==> src/sv/wsg_pkg.sv <==
// ----------------------------------------------------------------------------
// Wavetable sound generator package
// Shared constants, types and state codes for the six-channel generator.
// ----------------------------------------------------------------------------
package wsg_pkg;

	localparam int NumChannels = 6;
	localparam int WaveLength  = 32;
	localparam int ChW         = 3;
	localparam int IdxW        = 5;
	localparam int WaveAddrW   = 8;
	localparam int PhaseW      = 17;
	localparam int PeriodW     = 12;
	localparam int SampleW     = 14;
	localparam int QuotW       = 19;

	localparam logic [QuotW-1:0] PhaseBase = 19'd335625;

	localparam logic [15:0] AddrSelect  = 16'h0800;
	localparam logic [15:0] AddrMaster  = 16'h0801;
	localparam logic [15:0] AddrFreqLo  = 16'h0802;
	localparam logic [15:0] AddrFreqHi  = 16'h0803;
	localparam logic [15:0] AddrControl = 16'h0804;
	localparam logic [15:0] AddrBalance = 16'h0805;
	localparam logic [15:0] AddrWave    = 16'h0806;
	localparam logic [15:0] AddrNoise   = 16'h0807;
	localparam logic [15:0] AddrLfoRate = 16'h0808;
	localparam logic [15:0] AddrLfoCtl  = 16'h0809;

	typedef enum logic [2:0] {
		ST_IDLE,
		ST_CLEAR,
		ST_CHAN,
		ST_DIV,
		ST_MIX,
		ST_DONE
	} state_t;

	typedef struct packed {
		logic start;
		logic [PeriodW-1:0] divisor;
	} div_req_t;

	typedef struct packed {
		logic done;
		logic [QuotW-1:0] quotient;
	} div_rsp_t;

endpackage

==> src/sv/wsg_divider.sv <==
// ----------------------------------------------------------------------------
// Wavetable sound generator divider
// Restoring divider that forms the phase step, one quotient bit per cycle.
// ----------------------------------------------------------------------------
module wsg_divider
	import wsg_pkg::*;
(
	input  logic     clk,
	input  logic     arst_n,
	input  div_req_t req,
	output div_rsp_t rsp
);

	logic [QuotW-1:0]   quot_q;
	logic [PeriodW-1:0] rem_q;
	logic [PeriodW-1:0] dvs_q;
	logic [4:0]         cnt_q;
	logic               busy_q;
	logic [PeriodW:0]   trial;
	logic [PeriodW:0]   diff;

	assign trial = {rem_q, quot_q[QuotW-1]};
	assign diff  = trial - {1'b0, dvs_q};

	always_ff @(posedge clk or negedge arst_n) begin
		if (!arst_n) begin
			busy_q <= 1'b0;
			cnt_q  <= '0;
		end else if (req.start) begin
			busy_q <= 1'b1;
			cnt_q  <= 5'(QuotW);
		end else if (busy_q) begin
			cnt_q <= cnt_q - 5'd1;
			if (cnt_q == 5'd1) begin
				busy_q <= 1'b0;
			end
		end
	end

	always_ff @(posedge clk) begin
		if (req.start) begin
			quot_q <= PhaseBase;
			rem_q  <= '0;
			dvs_q  <= req.divisor;
		end else if (busy_q) begin
			if (!diff[PeriodW]) begin
				rem_q  <= diff[PeriodW-1:0];
				quot_q <= {quot_q[QuotW-2:0], 1'b1};
			end else begin
				rem_q  <= trial[PeriodW-1:0];
				quot_q <= {quot_q[QuotW-2:0], 1'b0};
			end
		end
	end

	assign rsp.done     = busy_q && (cnt_q == 5'd1);
	assign rsp.quotient = (!diff[PeriodW]) ? {quot_q[QuotW-2:0], 1'b1}
		: {quot_q[QuotW-2:0], 1'b0};

endmodule

==> src/sv/wavetable_sound_generator.sv <==
// ----------------------------------------------------------------------------
// Wavetable sound generator
// A write request is taken while idle and busy stays low. A sample request
// holds busy while each channel in range is skipped or, if mixed, has its
// phase step formed in the serial divider; the result strobe rises in the same
// cycle that busy falls and cannot be stalled.
// After reset a clearing pass empties the wave memory.
// ----------------------------------------------------------------------------
module wavetable_sound_generator
	import wsg_pkg::*;
(
	input  logic               clk,
	input  logic               arst_n,
	input  logic               start,
	output logic               busy,
	input  logic               command,
	input  logic [15:0]        address,
	input  logic [7:0]         write_data,
	output logic               strobe,
	output logic [SampleW-1:0] left_sample,
	output logic [SampleW-1:0] right_sample
);

	state_t state_q, state_d;

	logic [ChW-1:0]     sel_q;
	logic [7:0]         master_q, noise_q, lfo_rate_q, lfo_ctl_q;
	logic [PeriodW-1:0] period_q [NumChannels];
	logic [7:0]         ctl_q [NumChannels];
	logic [7:0]         bal_q [NumChannels];
	logic [IdxW-1:0]    widx_q [NumChannels];
	logic [PhaseW-1:0]  phase_q [NumChannels];
	logic [4:0]         wave_mem [NumChannels*WaveLength];
	logic [4:0]         rd_q;
	logic [WaveAddrW-1:0] clr_q;
	logic [ChW-1:0]     ch_q;
	logic [ChW-1:0]     last_q;
	logic [SampleW-1:0] left_q, right_q;
	logic               strobe_q;
	logic               wr_req;
	logic               mixed;
	logic [ChW-1:0]     first_ch;
	logic [ChW-1:0]     last_ch;
	logic [6:0]         lv, rv;
	logic [11:0]        lprod, rprod;
	logic [QuotW-1:0]   step;
	div_req_t           dreq;
	div_rsp_t           drsp;
	logic               chan_valid;
	logic [WaveAddrW-1:0] wr_addr;

	wsg_divider u_div (.clk(clk), .arst_n(arst_n), .req(dreq), .rsp(drsp));

	assign wr_req     = start && !busy && !command;
	assign chan_valid = (sel_q < ChW'(NumChannels));
	assign first_ch   = (lfo_ctl_q[1:0] != 2'b00) ? ChW'(2) : '0;
	assign last_ch    = noise_q[7] ? ChW'(4) : ChW'(NumChannels);
	assign mixed      = (ctl_q[ch_q][7:6] == 2'b10);
	assign wr_addr    = WaveAddrW'(sel_q) * WaveAddrW'(WaveLength) + WaveAddrW'(widx_q[sel_q]);
	assign step       = (period_q[ch_q] == '0) ? '0 : drsp.quotient;

	always_comb begin
		state_d = state_q;
		unique case (state_q)
			ST_IDLE:  if (start && command) state_d = ST_CHAN;
			ST_CLEAR: if (clr_q == WaveAddrW'(NumChannels*WaveLength-1)) state_d = ST_IDLE;
			ST_CHAN: begin
				if (ch_q >= last_q) state_d = ST_DONE;
				else if (mixed) state_d = ST_DIV;
			end
			ST_DIV:   if (drsp.done) state_d = ST_MIX;
			ST_MIX:   state_d = ST_CHAN;
			ST_DONE:  state_d = ST_IDLE;
			default:  state_d = ST_IDLE;
		endcase
	end

	always_comb begin
		busy         = (state_q != ST_IDLE);
		dreq.start   = (state_q == ST_CHAN) && (ch_q < last_q) && mixed;
		dreq.divisor = period_q[ch_q];
	end

	always_comb begin
		lv    = 7'(master_q[7:4]) + 7'(bal_q[ch_q][7:4]) + 7'(ctl_q[ch_q][4:0]);
		rv    = 7'(master_q[3:0]) + 7'(bal_q[ch_q][3:0]) + 7'(ctl_q[ch_q][4:0]);
		lprod = 12'(lv) * 12'(rd_q);
		rprod = 12'(rv) * 12'(rd_q);
	end

	always_ff @(posedge clk or negedge arst_n) begin
		if (!arst_n) begin
			state_q    <= ST_CLEAR;
			clr_q      <= '0;
			ch_q       <= '0;
			last_q     <= '0;
			strobe_q   <= 1'b0;
			sel_q      <= '0;
			master_q   <= '0;
			noise_q    <= '0;
			lfo_rate_q <= '0;
			lfo_ctl_q  <= '0;
			for (int i = 0; i < NumChannels; i++) begin
				period_q[i] <= '0;
				ctl_q[i]    <= '0;
				bal_q[i]    <= '0;
				widx_q[i]   <= '0;
				phase_q[i]  <= '0;
			end
		end else begin
			state_q  <= state_d;
			strobe_q <= (state_q == ST_DONE);
			if (state_q == ST_CLEAR) clr_q <= clr_q + WaveAddrW'(1);
			if (state_q == ST_IDLE && start && command) begin
				ch_q   <= first_ch;
				last_q <= last_ch;
			end
			if (state_q == ST_CHAN && ch_q < last_q && !mixed) ch_q <= ch_q + ChW'(1);
			if (state_q == ST_DIV && drsp.done) begin
				phase_q[ch_q] <= phase_q[ch_q] + PhaseW'(step);
			end
			if (state_q == ST_MIX) ch_q <= ch_q + ChW'(1);
			if (wr_req) begin
				unique case (address)
					AddrSelect:  sel_q <= write_data[2:0];
					AddrMaster:  master_q <= write_data;
					AddrFreqLo:  if (chan_valid) period_q[sel_q][7:0] <= write_data;
					AddrFreqHi:  if (chan_valid) period_q[sel_q][11:8] <= write_data[3:0];
					AddrControl: if (chan_valid) begin
						ctl_q[sel_q] <= write_data;
						if (write_data[7:6] == 2'b01) widx_q[sel_q] <= '0;
					end
					AddrBalance: if (chan_valid) bal_q[sel_q] <= write_data;
					AddrWave:    if (chan_valid) widx_q[sel_q] <= widx_q[sel_q] + IdxW'(1);
					AddrNoise:   noise_q <= write_data;
					AddrLfoRate: lfo_rate_q <= write_data;
					AddrLfoCtl:  lfo_ctl_q <= write_data;
					default: ;
				endcase
			end
		end
	end

	always_ff @(posedge clk) begin
		if (state_q == ST_CLEAR) begin
			wave_mem[clr_q] <= '0;
		end else if (wr_req && address == AddrWave && chan_valid) begin
			wave_mem[wr_addr] <= write_data[4:0];
		end
		rd_q <= wave_mem[WaveAddrW'(ch_q) * WaveAddrW'(WaveLength)
			+ WaveAddrW'(phase_q[ch_q][PhaseW-1:12])];
	end

	always_ff @(posedge clk) begin
		if (state_q == ST_IDLE && start && command) begin
			left_q  <= '0;
			right_q <= '0;
		end else if (state_q == ST_MIX) begin
			left_q  <= left_q + SampleW'(lprod);
			right_q <= right_q + SampleW'(rprod);
		end
	end

	assign strobe       = strobe_q;
	assign left_sample  = left_q;
	assign right_sample = right_q;

	logic unused_ok;
	assign unused_ok = ^lfo_rate_q;

endmodule
==> config.mk <==
export PLATFORM = sky130hd
export DESIGN_NAME = wavetable_sound_generator
export DESIGN_NICKNAME = d
export VERILOG_FILES = /design/src/sv/wsg_pkg.sv /design/src/sv/wsg_divider.sv /design/src/sv/wavetable_sound_generator.sv
export SDC_FILE = /design/constraint.sdc
export NUM_CORES = 2
export LEC_CHECK = 0
export BUFFER_PORTS_ARGS = -buffer_cell sky130_fd_sc_hd__buf_2
export CAP_MARGIN = 30
export CELL_PAD_IN_SITES_DETAIL_PLACEMENT = 1
export CELL_PAD_IN_SITES_GLOBAL_PLACEMENT = 1
export CORE_MARGIN = 2
export CORE_UTILIZATION = 30
export DETAILED_ROUTE_END_ITERATION = 10
export PLACE_DENSITY = 0.57
export SYNTH_ARGS = -nofsm -noshare
export SYNTH_HDL_FRONTEND = slang
export SYNTH_HIERARCHICAL = 1
export SYNTH_SLANG_ARGS = --single-unit
==> constraint.sdc <==
create_clock -name clk -period 8.5 [get_ports clk]
set_clock_uncertainty 0.15 [all_clocks]
set_input_delay 0.425 -clock clk [delete_from_list [all_inputs] [get_ports clk]]
set_output_delay 0.425 -clock clk [all_outputs]
set_load 0.02 [all_outputs]
==> results_dict.tcl <==
set metrics [dict create \
    outcome "finished clean" \
    crit_slowest_cell "dfrtp_2" \
    p_int_w 0.0106 \
    avgSynthCellArea_um2 12.1 \
    power_density_mw_per_mm2 196 \
    fin_nets 5212 \
    floorplan.initialDensity 0.302 \
    final_cell_count_no_fill 7838 \
    post-cts-setup-buffers 0 \
    netlist_instances 5045 \
    crit_path_end_kind "flop" \
    drv_slew 0 \
    cp.arrival_ns 8.21 \
    path_common_cell "fa_1" \
    placed_cells 7559 \
    ir_drop_mv 0.215 \
    drtAntennaViolNets 0 \
    dp.final_hpwl_um 121000 \
    critical_path.max_fanout 24 \
    max_slew_margin 0.288 \
    grt_first_pass_wirelength_um 287000 \
    critPathRequiredTime_ns 9.09 \
    num_vias 40500 \
    period_needed_ns 7.62 \
    p_leak_nw 25.3 \
    totalWireLength_um 193000 \
    holdCritPathClass "primary input to flop" \
    areaGrowthSynthToFinish_pct 12.9 \
    insertion_delay_ns 0.81 \
    drt-vias-per-instance 5.17 \
    cts_max_level 4 \
    drive_above_1_share 0.130 \
    start_kind "flop" \
    holdPathStages 3 \
    core_mm2 0.202 \
    synth_warnings 6 \
    crit_type "flop to flop" \
    syn_nets 5212 \
    p_sw_frac 0.215 \
    ioPinCount 58 \
    finalHoldViolCount 0 \
    dieArea_mm2 0.207 \
    drc 0 \
    clock_sinks 1367 \
    tritoncts "built" \
    grt_pass1_vias 42000 \
    overflow 0 \
    cts.path.max_buffers 3 \
    grt_setup_unrepaired "false" \
    clock.fmax_ghz 0.131 \
    wl_per_cell_um 24.6 \
    die_y_um 455 \
    drtIter0Drc 2895 \
    die_w_um 455 \
    place_congestion 0.795 \
    setup-violations-final 0 \
    period_share 0.897 \
    worstMarginPinSlew_ns 1.06 \
    root_buffer "clkbuf_16" \
    port_buffers 57 \
    globalRouteTotalUtil 0.185 \
    grt_max_degree 166 \
    reg2reg_depth 26 \
    cts_buffers 150 \
    seq_power_share 0.523 \
    setup_tns_ns 0 \
    path_clk_slew_ns 0.06 \
    slowest_delay_ns 0.77 \
    drtPass1Iterations 5 \
    cap_viol_max_count 0 \
    num_rows 165 \
    p_switching_w 0.00290 \
    antenna_found_initial 7 \
    pwr-share-comb 0.008 \
    p_clk_frac 0.469 \
    netlist_area_mm2 0.0610 \
]
[per-stage QoR]
step	worst slack (ns)	power, W	instance area, um2	util	hold WS [ns]
final	0.875	0.0135	68900	0.341	0.0525
after global routing	0.467	0.0139	68900	0.341	0.0569
after CTS	0.793	0.0137	68800	0.340	0.0176
after detailed placement	0.777	0.00733	64100	0.317	0.292
after global placement	0.976	0.00733	64000	0.317	0.280
after floorplan	1.62	0.00726	61000	-	-0.0206
[worst max-delay path: cells and delay by family, from the launching register on]
kind	cells	cell delay, ns
buffers and inverters	4	0.44
adder cells (fa/ha/maj)	7	3.03
AND/OR/NAND/NOR	3	0.45
AO/OA/AOI/OAI	12	2.75
flip-flops	1	0.77
[sequential cells by signal, summed over array words and instances, names as in the netlist, 3 cells and up]
signal	cells
phase_q	102
u_div/rem_q	12
period_q	72
clr_q	8
u_div/dvs_q	12
sel_q	3
bal_q	48
ctl_q	42
wave_mem	960
u_div/quot_q	19
left_sample	14
state_q	3
u_div/cnt_q	5
rd_q	5
ch_q	3
right_sample	14
widx_q	30
master_q	8
[per-layer routing]
metal	vias to the layer above	wire length, um	GRT usage
li1	18200	-	-
met1	21300	89100	0.256
met2	780	92000	0.306
met3	238	7190	0.0231
met4	2	4550	0.0518
met5	-	13	0
[repair_timing]
action | CTS | global route
endpoints found under the hold margin | 120 | 0
gates resized for setup | 0 | 0
hold buffers | 3 | 0
[area by class of cell]
| cell class | count | area (um2) |
|---|---|---|
| fillers | 21700 | 133000 |
| inverters | 120 | 465 |
| multi-input cells | 3245 | 20400 |
| repair buffers | 161 | 1230 |
| clock inverters | 68 | 616 |
| diodes | 2 | 5.00 |
| well taps | 2672 | 3340 |
| flip-flops and latches | 1367 | 38800 |
| clock buffers | 203 | 4060 |
[path summary, 6_finish.rpt]
kind                       startpoint          endpoint  slack, ns
max                           ch_q[0]  right_sample[12]       0.88
min                        address[2]      lfo_ctl_q[1]       0.05
max reg2reg                   ch_q[0]  right_sample[12]       0.88
min reg2reg                 last_q[2]         last_q[2]       0.31
max in group asynchronous      arst_n        widx_q[20]       6.60
min in group asynchronous      arst_n    u_div/cnt_q[1]       0.13
[power by group through the flow]
stage	Combinational (W)	Sequential (W)	Clock (W)
CTS	0.000114	0.00708	0.00648
global route	0.000124	0.00708	0.00672
detailed placement	0.000112	0.00722	0
finish	0.000109	0.00708	0.00634
global placement	0.000110	0.00722	0
floorplan	0.0000326	0.00722	0
[placed cells by master (no fill, tap or decap), types with 26 or more instances in the layout]
cell and n:
and2_1 46, edfxtp_1 972, dfrtp_1 326, inv_1 114, nand4_1 48, a32oi_1 30
clkbuf_16 151, clkbuf_1 43, buf_4 88, nor2_1 306, mux2_2 227, nor2b_1 51
mux2i_1 178, a311oi_1 48, nand3_1 331, fa_1 54, o22ai_1 28, a21oi_1 101
nand2_1 1095, o21ai_0 100, clkinv_1 28, dfxtp_1 64, ha_1 85, a31oi_1 26
a22oi_1 70, xnor2_1 30, and3_1 52, buf_2 56
(Power assumes the default switching activity.)
